[src/rtl/sic_pkg.sv]
// ----------------------------------------------------------------------------
// sic_pkg
// shared types and fixed constants of the swing index calculator
// ----------------------------------------------------------------------------
package sic_pkg;

    // limit move register width
    localparam int LIMIT_WIDTH = 32;
    // result width, signed q32.16
    localparam int OUT_WIDTH   = 48;
    // quotient bits formed by the divider
    localparam int QUOT_WIDTH  = 48;
    // multiplier digit consumed per step
    localparam int DIGIT_WIDTH = 16;
    // 50 * 65536 = 25 << 17
    localparam int SCALE_SHIFT = 17;

    localparam logic [OUT_WIDTH-1:0] POS_BOUND = {1'b0, {(OUT_WIDTH-1){1'b1}}};
    localparam logic [OUT_WIDTH-1:0] NEG_BOUND = {1'b1, {(OUT_WIDTH-1){1'b0}}};

    typedef enum logic [2:0] {
        BK_IDLE,
        BK_MUL,
        BK_SCALE,
        BK_CHK,
        BK_DIV,
        BK_DONE
    } t_back_state;

    // classification of one bar, front to back
    typedef struct packed {
        logic first;   // no previous bar in this series
        logic zdiv;    // range or limit move is zero
        logic neg;     // numerator is negative
    } t_job_flags;

endpackage

[src/rtl/sic_if.sv]


interface sic_res_if ();
    logic                                  valid;
    logic                                  ready;
    logic signed [sic_pkg::OUT_WIDTH-1:0]  swing_value;
    logic                                  value_valid;
    logic                                  zero_range;
    logic                                  saturated;

    modport source (
        output valid, swing_value, value_valid, zero_range, saturated,
        input  ready
    );
    modport sink (
        input  valid, swing_value, value_valid, zero_range, saturated,
        output ready
    );
endinterface

[src/rtl/sic_back.sv]
// ----------------------------------------------------------------------------
// sic_back
// digit-serial products, overflow check, restoring divide and result register
// ----------------------------------------------------------------------------
module sic_back #(
    parameter int PRICE_WIDTH = 32
) (
    input  logic                            i_clk,
    input  logic                            i_rst_n,
    input  logic                            i_empty,
    output logic                            o_pop,
    input  sic_pkg::t_job_flags             i_flags,
    input  logic [PRICE_WIDTH+2:0]          i_num_mag,
    input  logic [PRICE_WIDTH-1:0]          i_k,
    input  logic [PRICE_WIDTH+2:0]          i_r4,
    input  logic [sic_pkg::LIMIT_WIDTH-1:0] i_limit_move,
    sic_res_if.source                       o_res
);
    localparam int PW  = PRICE_WIDTH;
    localparam int MW  = PRICE_WIDTH + 3;
    localparam int DW  = sic_pkg::DIGIT_WIDTH;
    localparam int QW  = sic_pkg::QUOT_WIDTH;
    localparam int OW  = sic_pkg::OUT_WIDTH;
    localparam int ND0 = (PW + DW - 1) / DW;
    localparam int ND1 = (sic_pkg::LIMIT_WIDTH + DW - 1) / DW;
    localparam int NS  = (ND0 > ND1) ? ND0 : ND1;
    localparam int OPW = NS * DW;
    localparam int AW  = MW + OPW;            // product width
    localparam int SW  = AW + 5;              // product times 25
    localparam int LOW = QW - sic_pkg::SCALE_SHIFT;
    localparam int HW  = SW - LOW;            // numerator bits above the quotient
    localparam int CW  = $clog2(QW);
    localparam logic [CW-1:0] MUL_LAST = CW'(NS - 1);
    localparam logic [CW-1:0] DIV_LAST = CW'(QW - 1);

    sic_pkg::t_back_state r_state, n_state;

    logic [CW-1:0]       r_cnt;
    sic_pkg::t_job_flags r_flags;
    logic [MW-1:0]       r_num_mag;
    logic [MW-1:0]       r_r4;
    logic [OPW-1:0]      r_kd;
    logic [OPW-1:0]      r_ld;
    logic [AW-1:0]       r_acc;
    logic [AW-1:0]       r_den;
    logic [SW-1:0]       r_num25;
    logic [AW-1:0]       r_rem;
    logic [QW-1:0]       r_q;
    logic                r_ovf;

    logic                r_ovalid;
    logic [OW-1:0]       r_swing;
    logic                r_vv, r_zr, r_sat;

    logic                out_free;
    logic                load_job, step_mul, do_scale, do_chk, step_div, load_out;
    logic [MW+DW-1:0]    prod_a, prod_b;
    logic [HW-1:0]       num_hi;
    logic                ovf;
    logic [AW:0]         trial, diff;
    logic                ge;
    logic [OW-1:0]       bound, sat_mag, neg_mag;
    logic                sat;
    logic [OW-1:0]       res_swing;
    logic                res_vv, res_zr, res_sat;

    assign out_free = !r_ovalid || o_res.ready;

    // datapath terms
    always_comb begin
        prod_a = r_num_mag * r_kd[OPW-1 -: DW];
        prod_b = r_r4 * r_ld[OPW-1 -: DW];
        num_hi = r_num25[SW-1:LOW];
        ovf    = (AW'(num_hi) >= r_den);
        trial  = {r_rem, r_q[QW-1]};
        diff   = trial - {1'b0, r_den};
        ge     = (trial >= {1'b0, r_den});
    end

    // next state
    always_comb begin
        n_state = r_state;
        unique case (r_state)
            sic_pkg::BK_IDLE: begin
                if (!i_empty) begin
                    n_state = (i_flags.first || i_flags.zdiv) ? sic_pkg::BK_DONE
                                                              : sic_pkg::BK_MUL;
                end
            end
            sic_pkg::BK_MUL: begin
                if (r_cnt == MUL_LAST) n_state = sic_pkg::BK_SCALE;
            end
            sic_pkg::BK_SCALE: n_state = sic_pkg::BK_CHK;
            sic_pkg::BK_CHK: begin
                n_state = ovf ? sic_pkg::BK_DONE : sic_pkg::BK_DIV;
            end
            sic_pkg::BK_DIV: begin
                if (r_cnt == DIV_LAST) n_state = sic_pkg::BK_DONE;
            end
            sic_pkg::BK_DONE: begin
                if (out_free) n_state = sic_pkg::BK_IDLE;
            end
            default: n_state = sic_pkg::BK_IDLE;
        endcase
    end

    // control decode
    always_comb begin
        load_job = 1'b0;
        step_mul = 1'b0;
        do_scale = 1'b0;
        do_chk   = 1'b0;
        step_div = 1'b0;
        load_out = 1'b0;
        unique case (r_state)
            sic_pkg::BK_IDLE:  load_job = !i_empty;
            sic_pkg::BK_MUL:   step_mul = 1'b1;
            sic_pkg::BK_SCALE: do_scale = 1'b1;
            sic_pkg::BK_CHK:   do_chk   = 1'b1;
            sic_pkg::BK_DIV:   step_div = 1'b1;
            sic_pkg::BK_DONE:  load_out = out_free;
            default: ;
        endcase
    end

    assign o_pop = load_job;

    // final sign, saturation
    always_comb begin
        bound     = r_flags.neg ? sic_pkg::NEG_BOUND : sic_pkg::POS_BOUND;
        sat       = r_ovf || (r_q > bound);
        sat_mag   = sat ? bound : r_q;
        neg_mag   = ~sat_mag + 1'b1;
        res_swing = '0;
        res_vv    = 1'b1;
        res_zr    = 1'b0;
        res_sat   = 1'b0;
        if (r_flags.first) begin
            res_vv = 1'b0;
        end else if (r_flags.zdiv) begin
            res_zr = 1'b1;
        end else begin
            res_swing = r_flags.neg ? neg_mag : sat_mag;
            res_sat   = sat;
        end
    end

    always_ff @(posedge i_clk) begin
        if (!i_rst_n) begin
            r_state  <= sic_pkg::BK_IDLE;
            r_cnt    <= '0;
            r_ovalid <= 1'b0;
        end else begin
            r_state <= n_state;
            if (step_mul || step_div) begin
                r_cnt <= (n_state == r_state) ? r_cnt + 1'b1 : '0;
            end else begin
                r_cnt <= '0;
            end
            if (load_out) begin
                r_ovalid <= 1'b1;
            end else if (o_res.ready) begin
                r_ovalid <= 1'b0;
            end
        end
    end

    always_ff @(posedge i_clk) begin
        if (load_job) begin
            r_flags   <= i_flags;
            r_num_mag <= i_num_mag;
            r_r4      <= i_r4;
            r_kd      <= OPW'(i_k);
            r_ld      <= OPW'(i_limit_move);
            r_acc     <= '0;
            r_den     <= '0;
        end
        if (step_mul) begin
            r_acc <= (r_acc << DW) + AW'(prod_a);
            r_den <= (r_den << DW) + AW'(prod_b);
            r_kd  <= r_kd << DW;
            r_ld  <= r_ld << DW;
        end
        if (do_scale) begin
            // times 25; the 2^17 lands in the split below
            r_num25 <= (SW'(r_acc) << 4) + (SW'(r_acc) << 3) + SW'(r_acc);
        end
        if (do_chk) begin
            r_ovf <= ovf;
            r_rem <= AW'(num_hi);
            r_q   <= {r_num25[LOW-1:0], {sic_pkg::SCALE_SHIFT{1'b0}}};
        end
        if (step_div) begin
            r_rem <= ge ? diff[AW-1:0] : trial[AW-1:0];
            r_q   <= {r_q[QW-2:0], ge};
        end
        if (load_out) begin
            r_swing <= res_swing;
            r_vv    <= res_vv;
            r_zr    <= res_zr;
            r_sat   <= res_sat;
        end
    end

    assign o_res.valid       = r_ovalid;
    assign o_res.swing_value = r_swing;
    assign o_res.value_valid = r_vv;
    assign o_res.zero_range  = r_zr;
    assign o_res.saturated   = r_sat;

    // partial remainder stays below a nonzero divisor
    a_rem_below_den: assert property (@(posedge i_clk) disable iff (!i_rst_n)
        (r_state == sic_pkg::BK_DIV) |-> (r_den != '0) && (r_rem < r_den))
        else $error("divider remainder out of range");

endmodule

[src/flat_wrapper.sv]
// flat-port wrapper written by rule: the top's interface ports become plain ports
module sic_back_flat 
#(
    parameter int PRICE_WIDTH = 32
)
  (i_clk, i_rst_n, i_empty, o_pop, i_flags, i_num_mag, i_k, i_r4, i_limit_move, o_res_valid, o_res_swing_value, o_res_value_valid, o_res_zero_range, o_res_saturated, o_res_ready);
  sic_res_if o_res_i ();
  input  logic i_clk;
  input  logic i_rst_n;
  input  logic i_empty;
  output logic o_pop;
  input  sic_pkg::t_job_flags i_flags;
  input  logic [PRICE_WIDTH+2:0] i_num_mag;
  input  logic [PRICE_WIDTH-1:0] i_k;
  input  logic [PRICE_WIDTH+2:0] i_r4;
  input  logic [sic_pkg::LIMIT_WIDTH-1:0] i_limit_move;
  output wire logic [$bits(o_res_i.valid)-1:0] o_res_valid;
  output wire logic [$bits(o_res_i.swing_value)-1:0] o_res_swing_value;
  output wire logic [$bits(o_res_i.value_valid)-1:0] o_res_value_valid;
  output wire logic [$bits(o_res_i.zero_range)-1:0] o_res_zero_range;
  output wire logic [$bits(o_res_i.saturated)-1:0] o_res_saturated;
  input wire logic [$bits(o_res_i.ready)-1:0] o_res_ready;
  assign o_res_valid = o_res_i.valid;
  assign o_res_swing_value = o_res_i.swing_value;
  assign o_res_value_valid = o_res_i.value_valid;
  assign o_res_zero_range = o_res_i.zero_range;
  assign o_res_saturated = o_res_i.saturated;
  assign o_res_i.ready = o_res_ready;
  sic_back #(.PRICE_WIDTH(PRICE_WIDTH)) u_core (.i_clk(i_clk), .i_rst_n(i_rst_n), .i_empty(i_empty), .o_pop(o_pop), .i_flags(i_flags), .i_num_mag(i_num_mag), .i_k(i_k), .i_r4(i_r4), .i_limit_move(i_limit_move), .o_res(o_res_i));
endmodule
[config.mk]
export PLATFORM = sky130hd
export DESIGN_NAME = sic_back_flat
export DESIGN_NICKNAME = d
export VERILOG_FILES = /design/src/rtl/sic_pkg.sv /design/src/rtl/sic_if.sv /design/src/rtl/sic_back.sv /design/src/flat_wrapper.sv
export SDC_FILE = /design/constraint.sdc
export NUM_CORES = 2
export LEC_CHECK = 0
export ABC_AREA = 1
export BUFFER_PORTS_ARGS = -buffer_cell sky130_fd_sc_hd__buf_2
export CAP_MARGIN = 20
export CORE_MARGIN = 2
export CORE_UTILIZATION = 34
export CTS_CLUSTER_SIZE = 24
export DETAILED_ROUTE_END_ITERATION = 8
export PLACE_DENSITY_LB_ADDON = 0.15
export SLEW_MARGIN = 10
export SYNTH_ARGS = -nofsm -noshare
export SYNTH_HDL_FRONTEND = slang
export SYNTH_SLANG_ARGS = --single-unit
[constraint.sdc]
create_clock -name i_clk -period 6.72 [get_ports i_clk]
set_input_delay 1.344 -clock i_clk [delete_from_list [all_inputs] [get_ports i_clk]]
set_output_delay 1.344 -clock i_clk [all_outputs]
set_load 0.005 [all_outputs]
==> results.ini <==
[hold_path]
hp-class = flip-flop to flip-flop

[sta]
skew_ns = 0.06377
hold_violations = 0
hold_ws_ns = 0.4762
fmax_mhz = 154.5
rsz0062_at_grt = true
setup_viol = 0
fin_ws_ns = 0.2493
fin_crit_ns = 6.471
relSlewSlack = 0.2114
report.final.slew_viol_count = 0
period_share = 0.9629
worstMarginPinSlew_ns = 1.172

[worst_setup_path]
worstSetupPathType = flip-flop to flip-flop
r2r_start = u_core.r_kd[22]
worstPathArrival_ns = 6.99
slowest_stage = fa_1
reg2reg_to = u_core.r_acc[45]
cpPeakStageDelay_ns = 0.54
r2r_slack_ns = 0.25
start_kind = flip-flop
cpMostUsedCell = fa_1
worst_ep_required_time_ns = 7.24
crit_path_end = u_core.r_acc[45]
cp_max_fo = 14
crit_path_end_kind = flip-flop
setup.worst_path.start = u_core.r_kd[22]
reg2reg_depth = 30

[global_route]
overflow = 0
grt_max_degree = 79
gr-usage-all-layers = 0.2127
antenna_found_initial = 5
grt_pass1_vias = 62729
grt_first_pass_wirelength_um = 367100

[die]
die_w_um = 470.9
die-area_sq_um = 221800
die_y_um = 470.9
rows = 171
core_area_sq_um = 217000
ios = 194
start_util = 0.3417

[clock_network]
clkSinkCount = 520
clock_latency_ns = 0.73
cts_root_buffer = clkbuf_16
clk_pin_slew_worst_paths_ns = 0.06
cts_inserted_buffers = 75
h-tree-depth = 3
clock_path_buffers = 3
cts_tree = done

[yosys]
yosysUniqueCellTypes = 62
synth_area_leaders = fa_1, edfxtp_1, inv_1
ys_top_cells_by_count = inv_1, nand2_1, fa_1
synth_top_area_frac = 0.2849
synth_area_sq_um = 74130
syn-num-nets = 11123
synth_top_flop_cell = edfxtp_1
ys_ff_latch = 520
synth-edff-count = 478
avgSynthCellArea_sq_um = 7.880
async_reset_ff_frac = 0
synth_top_area_cell = fa_1
syn_inst = 9407
synth_most_common_cell = inv_1
ys_seq_area_frac = 0.2050
synth_warnings = 0

[route]
wl_per_cell_um = 18.84
first_iter_violations = 3877
drc = 0
vias_per_cell = 4.796
wl_um = 237300
drtPass1Iterations = 6
detail-route-antenna-nets = 0
vias = 60416

[flow_run]
cap_violations = 0

[final_layout]
nFillCells = 22626
final_nets = 11399
layout-drive-gt1-share = 0.09042
area_growth_syn_to_layout_pct = 13.44
layout.cells.non_filler = 12598

[placement]
place_congestion = 0.9150
dp_cells = 12393
dp_hpwl_um = 196200
dp_slack_ns = -0.05925
numPortBuffers = 193

[outcome]
status = completed

worst max-delay path, delay by kind of cell, from the launching register on:
kind,cells,cell delay (ns)
adder cells (fa/ha/maj),7,3.31
buffers and inverters,10,1.05
AO/OA/AOI/OAI,6,0.82
AND/OR/NAND/NOR,7,0.67
flip-flops,1,0.40
cells in the final DEF (no fill, tap or decap), types with 11 or more instances in the layout:
master     Yosys  final
inv_1       2409   2405
o21a_1        53     53
a21oi_2        2     41
ha_1         520    496
nor3_1        49     45
xor2_1        72     72
nor2_2         9     26
a21boi_0      12     12
nor2_1       647    624
o21ai_0      371    354
clkbuf_16      0     78
o211ai_1      40     40
edfxtp_1     478    478
xnor2_1       58     58
nand4_1       62     62
a31oi_1      120    117
o2111ai_1     11     11
fa_1        1055   1052
o21ai_1       29     37
nand3_2       17     18
buf_2         12    193
a21o_1        21     21
dfxtp_1       42     42
o21bai_1      15     12
nand3_1      153    152
nand2_1     2081   2066
nor4_1        28     26
clkinv_2       0     12
buf_12         0     62
ha_4           0     17
nand2_2        6     18
nor2_4         5     11
a21oi_1      599    558
buf_4          3    300
per-layer routing:
| layer | wire length (um) | global-route usage | vias to the layer above |
|---|---|---|---|
| li1 | - | - | 29201 |
| met1 | 108700 | 0.2923 | 29642 |
| met2 | 111500 | 0.3529 | 1326 |
| met3 | 10580 | 0.02682 | 245 |
| met4 | 6476 | 0.05533 | 2 |
| met5 | 7 | 0 | - |
registers in the layout (all words and copies together) (netlist names), 3 cells and up:
| signal | cells |
|---|---|
| u_core.r_den | 67 |
| u_core.r_flags | 3 |
| u_core.r_cnt | 6 |
| u_core.r_kd | 32 |
| u_core.r_acc | 67 |
| u_core.r_num25 | 72 |
| u_core.o_res.swing_value | 48 |
| u_core.r_rem | 67 |
| u_core.r_q | 48 |
| u_core.r_num_mag | 35 |
| u_core.r_ld | 32 |
| u_core.r_state | 3 |
| u_core.r_r4 | 35 |
worst min path at each step:
stage	slack, ns	cells after the start	endpoint	start
after CTS	0.47	1	u_core.r_cnt[0]	u_core.r_cnt[0]
after global placement	0.45	1	u_core.r_cnt[0]	u_core.r_cnt[0]
after floorplan	0.43	1	u_core.r_cnt[0]	u_core.r_cnt[0]
after global routing	0.52	1	u_core.r_cnt[0]	u_core.r_cnt[0]
final	0.48	1	u_core.r_cnt[0]	u_core.r_cnt[0]
after detailed placement	0.46	1	u_core.r_cnt[0]	u_core.r_cnt[0]
repair_timing:
item	CTS	global route
cloned	0	2
hold buffers	0	0
resized for setup	0	159
pin swaps	0	42
setup endpoints to repair	16	58
setup buffers	23	41
cell type report:
cell class              count  area (sq um)  share of cell area
diodes                      1         2.502          0.00002976
clock buffers              91          2019             0.02401
clock inverters            46         578.1            0.006874
inverters                2417          9076              0.1079
multi-input cells        6109         49120              0.5841
flip-flops and latches    520         15190              0.1807
well taps                2854          3571             0.04246
repair buffers            560          4529             0.05386
stage by stage:
stage,cell area [sq um],util,setup TNS [ns]
floorplan,74130,-,0
global placement,80150,0.3694,-0.2309
detailed placement,80150,0.3694,-0.3034
CTS,82990,0.3825,0
global route,84090,0.3876,-0.2273
finish,84090,0.3876,0
kinds of logic after synthesis:
family,synth area share
XOR/XNOR,0.01536
AO/OA/AOI/OAI,0.09839
flip-flops,0.2050
AND/OR/NAND/NOR,0.1668
buffers and inverters,0.1418
adder cells (fa/ha/maj),0.3727
Power is left out: the tool's default activity adds up to more than one toggle a clock period on the data nets, which glitch-free logic cannot reach.
