--- src/rtl/sic_fifo.sv ---
// ----------------------------------------------------------------------------
// sic_fifo
// short job queue between the classifying front and the arithmetic back
// ----------------------------------------------------------------------------
module sic_fifo #(
    parameter int WIDTH = 8,
    parameter int DEPTH = 2
) (
    input  logic             i_clk,
    input  logic             i_rst_n,
    input  logic             i_push,
    input  logic [WIDTH-1:0] i_wr_data,
    output logic             o_full,
    input  logic             i_pop,
    output logic [WIDTH-1:0] o_rd_data,
    output logic             o_empty
);
    localparam int PTR_W = (DEPTH > 1) ? $clog2(DEPTH) : 1;
    localparam int CNT_W = $clog2(DEPTH + 1);
    localparam logic [PTR_W-1:0] PTR_LAST = PTR_W'(DEPTH - 1);
    localparam logic [CNT_W-1:0] CNT_FULL = CNT_W'(DEPTH);

    logic [WIDTH-1:0] r_mem [DEPTH];
    logic [PTR_W-1:0] r_wr_ptr;
    logic [PTR_W-1:0] r_rd_ptr;
    logic [CNT_W-1:0] r_count;

    assign o_full    = (r_count == CNT_FULL);
    assign o_empty   = (r_count == '0);
    assign o_rd_data = r_mem[r_rd_ptr];

    always_ff @(posedge i_clk) begin
        if (!i_rst_n) begin
            r_wr_ptr <= '0;
            r_rd_ptr <= '0;
            r_count  <= '0;
        end else begin
            if (i_push) begin
                r_wr_ptr <= (r_wr_ptr == PTR_LAST) ? '0 : r_wr_ptr + 1'b1;
            end
            if (i_pop) begin
                r_rd_ptr <= (r_rd_ptr == PTR_LAST) ? '0 : r_rd_ptr + 1'b1;
            end
            if (i_push && !i_pop) begin
                r_count <= r_count + 1'b1;
            end else if (i_pop && !i_push) begin
                r_count <= r_count - 1'b1;
            end
        end
    end

    always_ff @(posedge i_clk) begin
        if (i_push) begin
            r_mem[r_wr_ptr] <= i_wr_data;
        end
    end

    // writer and reader honor the flags
    a_no_overflow: assert property (@(posedge i_clk) disable iff (!i_rst_n)
        o_full |-> !i_push)
        else $error("push into full job queue");
    a_no_underflow: assert property (@(posedge i_clk) disable iff (!i_rst_n)
        o_empty |-> !i_pop)
        else $error("pop from empty job queue");

endmodule

--- config.mk ---
export PLATFORM = sky130hd
export DESIGN_NAME = sic_fifo
export DESIGN_NICKNAME = d
export VERILOG_FILES = /design/src/rtl/sic_fifo.sv
export SDC_FILE = /design/constraint.sdc
export NUM_CORES = 1
export LEC_CHECK = 0
export ABC_AREA = 1
export BUFFER_PORTS_ARGS = -buffer_cell sky130_fd_sc_hd__buf_2
export CORE_MARGIN = 2
export CORE_UTILIZATION = 44
export CTS_CLUSTER_DIAMETER = 150
export DETAILED_ROUTE_END_ITERATION = 6
export PLACE_DENSITY_LB_ADDON = 0.1
export SETUP_SLACK_MARGIN = 0.3
export SYNTH_ARGS = -nofsm -noshare
export SYNTH_HDL_FRONTEND = slang
export SYNTH_SLANG_ARGS = --single-unit
--- constraint.sdc ---
create_clock -name i_clk -period 0.99 [get_ports i_clk]
set_input_delay 0.1485 -clock i_clk [delete_from_list [all_inputs] [get_ports i_clk]]
set_output_delay 0.1485 -clock i_clk [all_outputs]
set_load 0.03 [all_outputs]
==> results of run 1 <==
-- kinds of logic after synthesis --
logic type	share of synthesized area [%]
flops	72.16
xor+xnor	1.089
mux	11.20
fa+ha+maj	1.555
compound gates	1.243
buf+inv	4.820
simple gates	7.931
-- per-layer routing --
| layer | vias up | GRT usage (%) | wire [microns] |
|---|---|---|---|
| li1 | 250 | - | - |
| met3 | 4 | 3.462 | 56 |
| met2 | 16 | 21.64 | 654 |
| met1 | 234 | 13.67 | 487 |
| met5 | - | 0 | 0 |
| met4 | 0 | 8.333 | 25 |
-- worst min-delay path by stage --
stage                  from                    end  depth (start not counted)
6_report       i_wr_data[7]  r_mem[1][7]$_DFFE_PP_                          1
3_5_place_dp   i_wr_data[4]  r_mem[0][4]$_DFFE_PP_                          1
5_1_grt        i_wr_data[4]  r_mem[1][4]$_DFFE_PP_                          1
4_1_cts        i_wr_data[4]  r_mem[1][4]$_DFFE_PP_                          1
2_1_floorplan  i_wr_data[0]  r_mem[0][0]$_DFFE_PP_                          0
3_3_place_gp   i_wr_data[4]  r_mem[0][4]$_DFFE_PP_                          1
-- registers in the layout, indices dropped and copies added, names as in the netlist, named ones only --
signal / count
r_count: 2
r_mem: 16
r_rd_ptr: 1
r_wr_ptr: 1
-- cell usage in the layout, fill, tap and decap left out, drive strengths merged, types with 4 or more instances in the layout --
cell    synthesis  final
dfxtp           5      5
nor2            7      7
inv             9      9
buf             1     22
mux2            8      8
edfxtp         16     16
clkbuf          0      4
nand2           5      5
-- final cells by class --
| type | instances | area, sq um | area share (%) |
|---|---|---|---|
| Timing Repair inverter | 1 | 7.507 | 0.6479 |
| Clock buffer | 4 | 26.28 | 2.268 |
| Inverter | 9 | 38.79 | 3.348 |
| Multi-Input combinational cell | 27 | 280.3 | 24.19 |
| Timing Repair Buffer | 22 | 178.9 | 15.44 |
| Tap cell | 25 | 31.28 | 2.700 |
| Sequential cell | 21 | 595.6 | 51.40 |
-- worst max-delay path, delay by kind of cell (launching register included) --
family | cells | cell delay (ns)
DFF | 1 | 0.46
muxes | 1 | 0.32
buffers and inverters | 1 | 0.14
-- power breakdown --
part           total (mW)  internal [mW]  switching [mW]
Combinational       0.425          0.211           0.214
Clock               0.387          0.157           0.230
Sequential           1.06           1.01          0.0503
-- timing repair --
item | 4_1_cts | 5_1_grt
resized for setup | 31 | 4
setup endpoints to repair | 28 | 31
cloned | 1 | 0
pin swaps | 3 | 0
buffers inserted | 1 | 0
hold buffers | 0 | 0
==> results by group, run 1 <==
Global routing
  – Initial antenna violation count: 0
  – Gr ovfl total: 0
  – GRT Util Overall: 12.66%
  – Largest net degree at the start of global routing: 12
  – First-pass GRT wire length: 1800 microns
  – Vias in the first global route: 426

Drt
  – Via density: 4.624
  – Iter 0 DRT Violations: 4
  – Wire per inst: 11.21 microns
  – Drt first pass iters: 2
  – Routed Antenna Nets: 0
  – Vias: 504
  – Drc violations: 0
  – DRT Wirelength: 1222 microns

Worst setup path
  – R2R depth: 1
  – Max incr delay on CP: 0.46 ns
  – Nature of the critical path endpoint: output port
  – Critical setup path kind: register to output port
  – Reg2Reg Setup Slack: 0.08 ns
  – Reg2reg start: r_wr_ptr$_SDFFE_PN0P_
  – Critical R2R Capture: r_mem[0][5]$_DFFE_PP_
  – Crit path max fanout: 8
  – Crit-path cells: mux2_4 -> buf_6
  – Worst setup path endpoint: o_rd_data[1]
  – Req. time, crit path: 0.84 ns
  – WP data arrival: 1.22 ns
  – Critical Path Source Type: register
  – Slowest-stage cell, CP: dfxtp_4

CTS
  – H-tree depth: 1
  – CTS buffer count: 3
  – Clk_lat worst skew: 0.29 ns
  – Clk slew on worst S/H paths: 0.10 ns
  – CTS tree: built
  – Root Driver: clkbuf_4
  – TritonCTS Sinks: 21
  – CTS Buffer Depth: 2

STA
  – RSZ-0062 raised after global routing: true
  – Setup ws final: -0.3746 ns
  – Final hold violations: 0
  – WHS: 0.03548 ns
  – Slew margin rel.: 82.54%
  – Setup Skew: 0.002872 ns
  – Max frequency: 732.8 MHz
  – Worst-Margin Slew: 0.2612 ns
  – Post-route minimum period: 1.365 ns
  – Final Cycle Share: 137.8%
  – Max Slew Vio Count: 0
  – Setup violations, final: 10
  – Final TNS setup: -3.097 ns

Placement
  – I/O Buffers: 21
  – Detailed Place HPWL: 796.5 microns
  – Setup WS pre-CTS: -0.1472 ns
  – Placed Cells incl. Taps: 103
  – Placer Congestion: 0.6272
  – DP Area: 0.001007 sq mm

Floorplanning
  – Die height: 46.76 microns
  – I/O Pins: 22
  – Die area: 0.002187 sq mm
  – Die W: 46.76 microns
  – Core area: 0.001727 sq mm
  – Initial core utilization: 46.59%
  – Num rows: 15

Logic synthesis
  – Mapped Nets: 71
  – Yosys warnings: 0
  – Post-synth top area cell: edfxtp_1
  – Avg Cell Area, Syn: 13.87 sq um
  – Post-Synthesis Cells: 58
  – Post-synthesis sequential area ratio: 72.16%
  – Top cell type's share of synthesized area: 59.72%
  – Most frequent cell after synthesis: edfxtp_1
  – Yosys reg bits: 21
  – Ranking of synthesized cells by area: edfxtp_1, dfxtp_1, mux2_2
  – Post-synthesis cell area: 804.5 sq um
  – Ys async rst share: 0%
  – Top_reg_cell synth: edfxtp_1
  – Post-synth top cells: edfxtp_1, inv_1, mux2_2
  – Post-synth EDFFs: 16
  – Post-synthesis cell type count: 16

Run status
  – Status: complete, but fails checks
  – Failing checks: negative setup slack

Final layout
  – Finished Core Util: 67.10%
  – Total Nets Final: 98
  – Layout Cell Area excl Fill: 0.001159 sq mm
  – Ratio of cells with drive above 1 in the final layout: 65.48%
  – Layout Area Growth over Synthesis: 44.01%
  – Fin cells: 109
  – # fillers: 134
  – ANT cells: 0

Power
  – Overall Power: 1.873 mW
  – Leak Pwr: 0.4801 nW
  – P per Cell Area: 1617 mW/mm^2
  – VDD IR-drop max: 954.4 uV

Min path
  – Min-delay worst type: input pin to register

Flow run
  – Max_cap viols: 0
No activity file was read; power rests on OpenSTA's default activity.
==> inputs of run 2 (changes only) <==
- SETUP_SLACK_MARGIN: 0.3 -> unset
==> run 2 against run 1 <==
Net effect:
- the flow still finishes with violations (negative setup slack)
- sequential share of layout area grew 0.18 points
- clock skew shrank 0.00057 ns
- wire length grew 2.8%
- hold slack gained 0.0042 ns
- critical path type unchanged
- largest cell class unchanged
- highest routed layer unchanged
==> results by group, run 2 (synthesis results as in run 1) <==
STA
  – Slew margin rel.: 88.23% (+5.7 points)
  – Final hold violations: 0 (unchanged)
  – Setup violations, final: 10 (unchanged)
  – Final Cycle Share: 137.2% (-0.64 points)
  – Post-route minimum period: 1.358 ns (-0.006302 ns)
  – Setup ws final: -0.3683 ns (+0.006302 ns)
  – Max frequency: 736.2 MHz (+0.46%)
  – RSZ-0062 raised after global routing: true
  – Final TNS setup: -3.064 ns (+0.03386 ns)
  – WHS: 0.03966 ns (+0.004182 ns)
  – Setup Skew: 0.002299 ns (-0.0005735 ns)
  – Max Slew Vio Count: 0 (unchanged)
  – Worst-Margin Slew: 0.1752 ns (-0.08602 ns)

Power
  – Internal: 1.390 mW (+0.83%)
  – Seq pwr share: 55.6% (-1.0 points)
  – Leak Pwr: 0.5000 nW (+4.1%)
  – Sw Share: 25.82% (-0.60 points)
  – P per Cell Area: 1640 mW/mm^2 (+1.4%)
  – Clock power frac: 20.9% (+0.2 points)
  – VDD IR-drop max: 1087 uV (+14%)
  – P_sw: 0.4837 mW (-2.3%)
  – Logic pwr share: 23.5% (+0.8 points)

Run status
  – Status: complete, but fails checks
  – Failing checks: negative setup slack

Global routing
  – Gr ovfl total: 0 (unchanged)
  – First-pass GRT wire length: 1883 microns (+4.6%)
  – GRT Util Overall: 13.04% (+0.38 points)
  – Vias in the first global route: 500 (+17%)
  – Initial antenna violation count: 0 (unchanged)
  – Largest net degree at the start of global routing: 12 (unchanged)

Placement
  – I/O Buffers: 21 (unchanged)
  – Placed Cells incl. Taps: 109 (+5.8%)
  – Placer Congestion: 0.7385 (+18%)
  – Detailed Place HPWL: 947.1 microns (+19%)
  – DP Area: 983.4 sq um (-2.4%)

Worst setup path
  – Reg2Reg Setup Slack: 0.06 ns (-0.02 ns)
  – WP data arrival: 1.21 ns (about the same)
  – Critical Path Source Type: register
  – R2R depth: 3 (+2)
  – Reg2reg start: r_wr_ptr$_SDFFE_PN0P_
  – Crit path max fanout: 4 (-4)
  – Nature of the critical path endpoint: output port
  – Critical R2R Capture: r_mem[1][3]$_DFFE_PP_
  – Critical setup path kind: register to output port
  – Req. time, crit path: 0.84 ns (about the same)

CTS
  – CTS tree: built
  – Clk slew on worst S/H paths: 0.11 ns (about the same)
  – Clk_lat worst skew: 0.29 ns (about the same)
  – TritonCTS Sinks: 21 (unchanged)
  – Root Driver: clkbuf_4
  – CTS Buffer Depth: 2 (unchanged)
  – CTS buffer count: 3 (unchanged)
  – H-tree depth: 1 (unchanged)
  – # hold bufs at CTS: 0 (unchanged)

Floorplanning
  – I/O Pins: 22 (unchanged)
  – Die area: 0.002187 sq mm (unchanged)
  – Die W: 46.76 microns (unchanged)
  – Core area: 0.001727 sq mm (unchanged)
  – Initial core utilization: 46.59% (unchanged)
  – Num rows: 15 (unchanged)
  – Die height: 46.76 microns (unchanged)

Final layout
  – Most frequent cells in the layout: edfxtp_1, buf_6, buf_2
  – Max reg flops: 16 (unchanged)
  – Most common cell after layout, fill and taps aside: edfxtp_1
  – Biggest register: r_mem
  – Layout Area Growth over Synthesis: 41.99%
  – Ratio of cells with drive above 1 in the final layout: 55.06% (-10 points)
  – ANT cells: 0 (unchanged)
  – Layout Cell Area excl Fill: 0.001142 sq mm (-1.4%)
  – Largest registers: r_mem: 16 flops, r_count: 2 flops
  – Total Nets Final: 103 (+5.1%)
  – Fin cells: 114 (+4.6%)

Drt
  – Drt first pass iters: 3 (+1)
  – Vias: 502 (-0.40%)
  – Via density: 4.404 (-4.8%)
  – Met2 routed WL: 655 microns (+0.15%)
  – Post-Route M1 WL: 525 microns (+7.8%)
  – Routed Antenna Nets: 0 (unchanged)
  – Wire per inst: 11.02 microns (-1.7%)
  – DRT Wirelength: 1256 microns (+2.8%)
  – Highest metal used: met4
  – Iter 0 DRT Violations: 11 (+7)
  – Drc violations: 0 (unchanged)
  – Routed wl met3: 59 microns (+5.4%)

Min path
  – WHS Endpoint: r_mem[1][0]$_DFFE_PP_
  – Worst hold path depth: 1 (unchanged)
  – Hold_sp: i_wr_data[0]
  – Min-delay worst type: input pin to register

Flow run
  – Max_cap viols: 0 (unchanged)
==> run 2: changes by cell type in the layout (fill, tap and decap cells not counted), moves of 2 or more <==
cell	delta
buf_4	+4
inv_1	+3
buf_6	+2
dfxtp_4	-2
inv_2	-2
==> run 2: worst max-delay path, stage by stage, from the launching register on <==
cell,delay [ns]
dfxtp_2,0.36
buf_6,0.12
mux2_4,0.30
buf_6,0.14
==> run 2: worst max path at each step <==
stage	slack, ns	to	depth (start not counted)	from
after floorplan	-0.04	o_rd_data[0]	2	register
after global placement	-0.10	o_rd_data[1]	3	register
after detailed placement	-0.12	o_rd_data[2]	3	register
after CTS	-0.38	o_rd_data[2]	3	register
after global routing	-0.41	o_rd_data[0]	3	register
final	-0.37	o_rd_data[2]	3	register
==> run 2: area by class of cell <==
| class | instances | area (sq um) |
|---|---|---|
| Tap cell | 25 | 31.28 |
| Sequential cell | 21 | 589.3 |
| Multi-Input combinational cell | 27 | 230.2 |
| Inverter | 9 | 33.78 |
| Timing Repair Buffer | 28 | 231.5 |
| Clock buffer | 4 | 26.28 |
| Fill cell | 139 | 584.3 |
==> run 2: power groups by stage <==
stage               registers [mW]  logic (mW)  clock network, mW
floorplan                     1.04       0.218                  0
global placement              1.05       0.322                  0
detailed placement            1.05       0.327                  0
CTS                           1.04       0.424              0.398
global route                  1.05       0.474              0.433
finish                        1.04       0.440              0.391
==> run 2: stage by stage <==
step	util [%]	worst slack [ns]	power [mW]
2_1_floorplan	-	-0.03870	1.263
3_3_place_gp	56.96	-0.1006	1.371
3_5_place_dp	56.96	-0.1159	1.380
4_1_cts	64.64	-0.3787	1.858
5_1_grt	66.16	-0.4098	1.955
6_report	66.16	-0.3683	1.873
==> run 2: metal layers <==
layer | vias to the layer above | track usage (%)
li1 | 257 | -
met1 | 229 | 14.11
met2 | 14 | 22.19
met3 | 2 | 3.846
met4 | 0 | 8.333
met5 | - | 0
==> run 2: repair_timing <==
item | in CTS | in global routing
endpoints found under the setup margin | 10 | 10
gates cloned | 0 | 0
setup buffers | 1 | 0
resized for setup | 33 | 8
pin swaps | 1 | 1
==> inputs of run 3 (changes only) <==
- BUFFER_PORTS_ARGS: -buffer_cell sky130_fd_sc_hd__buf_2 -> unset
- CORE_UTILIZATION: 44 -> 45
- DONT_BUFFER_PORTS: unset -> 1
==> run 3 against run 2 <==
Net effect:
- the flow still finishes with violations (negative setup slack)
- register-to-register slack barely moved
- clock power fell by 5%
- cell area fell by 5.6%
- combinational power fell by 17%
- non-clock buffer count fell by 10
- first-iteration DRC count fell by 9.1%
- setup slack improved by 0.087 ns
- sequential power barely moved
- via count fell by 3.2%
- global-route usage rose by 0.48 points
- fmax rose by 6.8%
- critical path type unchanged
- critical endpoint is now o_rd_data[5]
- largest cell class unchanged
==> results by group, run 3 (synthesis results as in run 1) <==
Final layout
  – # fillers: 139 (unchanged)
  – Max reg flops: 16 (unchanged)
  – Storage cell area: 589.3 sq um (unchanged)
  – ANT cells: 0 (unchanged)
  – Fin cells: 104 (-8.8%)
  – Most common cell after layout, fill and taps aside: edfxtp_1
  – Layout Area Growth over Synthesis: 34.06%
  – Total Nets Final: 93 (-9.7%)
  – Most frequent cells in the layout: edfxtp_1, dlygate4sd3_1, mux2_4
  – Multi-input logic area: 227.7 sq um (-1.1%)
  – Largest registers: r_mem: 16 flops, r_count: 2 flops
  – Biggest register: r_mem
  – Ratio of cells with drive above 1 in the final layout: 37.97% (-17 points)

STA
  – Worst-Margin Slew: 0.1686 ns (-0.006623 ns)
  – Setup Skew: 0.002299 ns (+0.0000005600 ns)
  – Setup violations, final: 10 (unchanged)
  – Final Cycle Share: 128.4% (-8.8 points)
  – Setup ws final: -0.2816 ns (+0.08668 ns)
  – Final hold violations: 0 (unchanged)
  – Max frequency: 786.4 MHz (+6.8%)
  – Post-route minimum period: 1.272 ns (-0.08668 ns)
  – WHS: 0.01388 ns (-0.02578 ns)
  – RSZ-0062 raised after global routing: true
  – Max Slew Vio Count: 0 (unchanged)
  – Slew margin rel.: 88.68% (+0.44 points)

Placement
  – Placed Cells incl. Taps: 90 (-17%)
  – I/O Buffers: 0 (-100%)
  – Setup WS pre-CTS: -0.02411 ns (+0.09175 ns)
  – Placer Congestion: 0.6290 (-15%)
  – Detailed Place HPWL: 799 microns (-16%)

Worst setup path
  – Critical R2R Capture: r_mem[1][3]$_DFFE_PP_
  – Critical setup path kind: register to output port
  – R2R depth: 3 (unchanged)
  – Critical Path Source Type: register
  – Reg2Reg Setup Slack: 0.05 ns (about the same)
  – WP data arrival: 1.12 ns (-0.09 ns)
  – Crit path max fanout: 4 (unchanged)
  – Reg2reg start: r_wr_ptr$_SDFFE_PN0P_
  – Req. time, crit path: 0.84 ns (about the same)
  – Nature of the critical path endpoint: output port

Run status
  – Status: complete, but fails checks
  – Failing checks: negative setup slack

CTS
  – CTS buffer count: 3 (unchanged)
  – TritonCTS Sinks: 21 (unchanged)
  – Root Driver: clkbuf_4
  – Clk slew on worst S/H paths: 0.10 ns (about the same)
  – H-tree depth: 1 (unchanged)
  – CTS Buffer Depth: 2 (unchanged)
  – Clk_lat worst skew: 0.29 ns (about the same)
  – CTS tree: built

Drt
  – Vias: 486 (-3.2%)
  – DRT Wirelength: 1167 microns (-7.1%)
  – Via density: 4.673 (+6.1%)
  – Wire per inst: 11.22 microns (+1.8%)
  – Drc violations: 0 (unchanged)
  – Iter 0 DRT Violations: 10 (-1)
  – Drt first pass iters: 4 (+1)
  – Routed Antenna Nets: 0 (unchanged)

Power
  – Leak Pwr: 0.4470 nW (-11%)
  – P per Cell Area: 1649 mW/mm^2 (+0.54%)
  – VDD IR-drop max: 1030 uV (-5.2%)
  – Overall Power: 1.778 mW (-5.1%)

Floorplanning
  – Die area: 0.002142 sq mm (-2.0%)
  – Die W: 46.28 microns (-1.0%)
  – I/O Pins: 22 (unchanged)
  – Initial core utilization: 47.11% (+0.51 points)
  – Core area: 0.001708 sq mm (-1.1%)
  – Num rows: 15 (unchanged)
  – Die height: 46.28 microns (-1.0%)

Global routing
  – GRT Util Overall: 13.52% (+0.48 points)
  – Gr ovfl total: 0 (unchanged)
  – Initial antenna violation count: 0 (unchanged)
  – Largest net degree at the start of global routing: 13 (+1)
  – Vias in the first global route: 490 (-2.0%)
  – First-pass GRT wire length: 1945 microns (+3.3%)

Min path
  – WHS Endpoint: r_rd_ptr$_SDFFE_PN0P_
  – Min-delay worst type: input pin to register
  – Hold_sp: i_pop
  – Worst hold path depth: 2 (+1)

Flow run
  – Max_cap viols: 0 (unchanged)
[run 3: cell types whose count changed in the layout (fill, tap and decap cells not counted), sizes merged]
cell / delta
clkinv: +1
dlygate4sd3: +9
buf: -19
clkbuf: -1
[run 3: power breakdown]
group          switching (mW)  leakage, nW  internal, mW
sequential             0.0287        0.193          1.01
clock                   0.223       0.0177         0.150
combinational           0.199        0.236         0.168
[run 3: layout make-up]
| type | instances | share of cell area (%) |
|---|---|---|
| tap | 25 | 2.900 |
| clock buffer | 3 | 2.088 |
| sequential | 21 | 54.64 |
| inverter | 9 | 3.132 |
| clock inverter | 1 | 0.4640 |
| multi-input combinational | 27 | 21.11 |
| timing repair buffer | 18 | 15.66 |
[run 3: timing repair]
| action | CTS | global route |
|---|---|---|
| resized for setup | 15 | 5 |
| setup endpoints to repair | 10 | 10 |
| hold endpoints to repair | 19 | 0 |
| buffers inserted | 1 | 0 |
| hold buffers | 9 | 0 |
| pin swaps | 1 | 1 |
[run 3: per-layer routing]
metal  vias up  share of wire (%)  track usage (%)
met5         -                  0                0
met4         0                1.0            8.571
met3         2                6.3            4.314
met2        14                 55            22.22
met1       231                 38            14.94
li1        239                  -                -
[run 3: how the worst max path moves through the flow]
stage	from	end	cells after the start	slack, ns
after global placement	register	o_rd_data[5]	2	-0.02
after floorplan	register	o_rd_data[0]	2	-0.04
after global routing	register	o_rd_data[5]	2	-0.34
after detailed placement	register	o_rd_data[5]	2	-0.02
after CTS	register	o_rd_data[5]	2	-0.30
final	register	o_rd_data[5]	2	-0.28
[run 3: per-stage QoR]
step                      util (%)  TNS (ns)  instance area (sq um)
after detailed placement     52.31   -0.1503                  893.4
after global placement       52.31   -0.1149                  893.4
after global routing         63.15    -2.903                   1079
after CTS                    62.20    -2.522                   1062
after floorplan                  -   -0.3096                  807.0
final                        63.15    -2.364                   1079
[run 3: worst max-delay path, cell delays in order (launching register included)]
cell and delay (ns):
dfxtp_2 0.36, buf_6 0.12, mux2_4 0.35
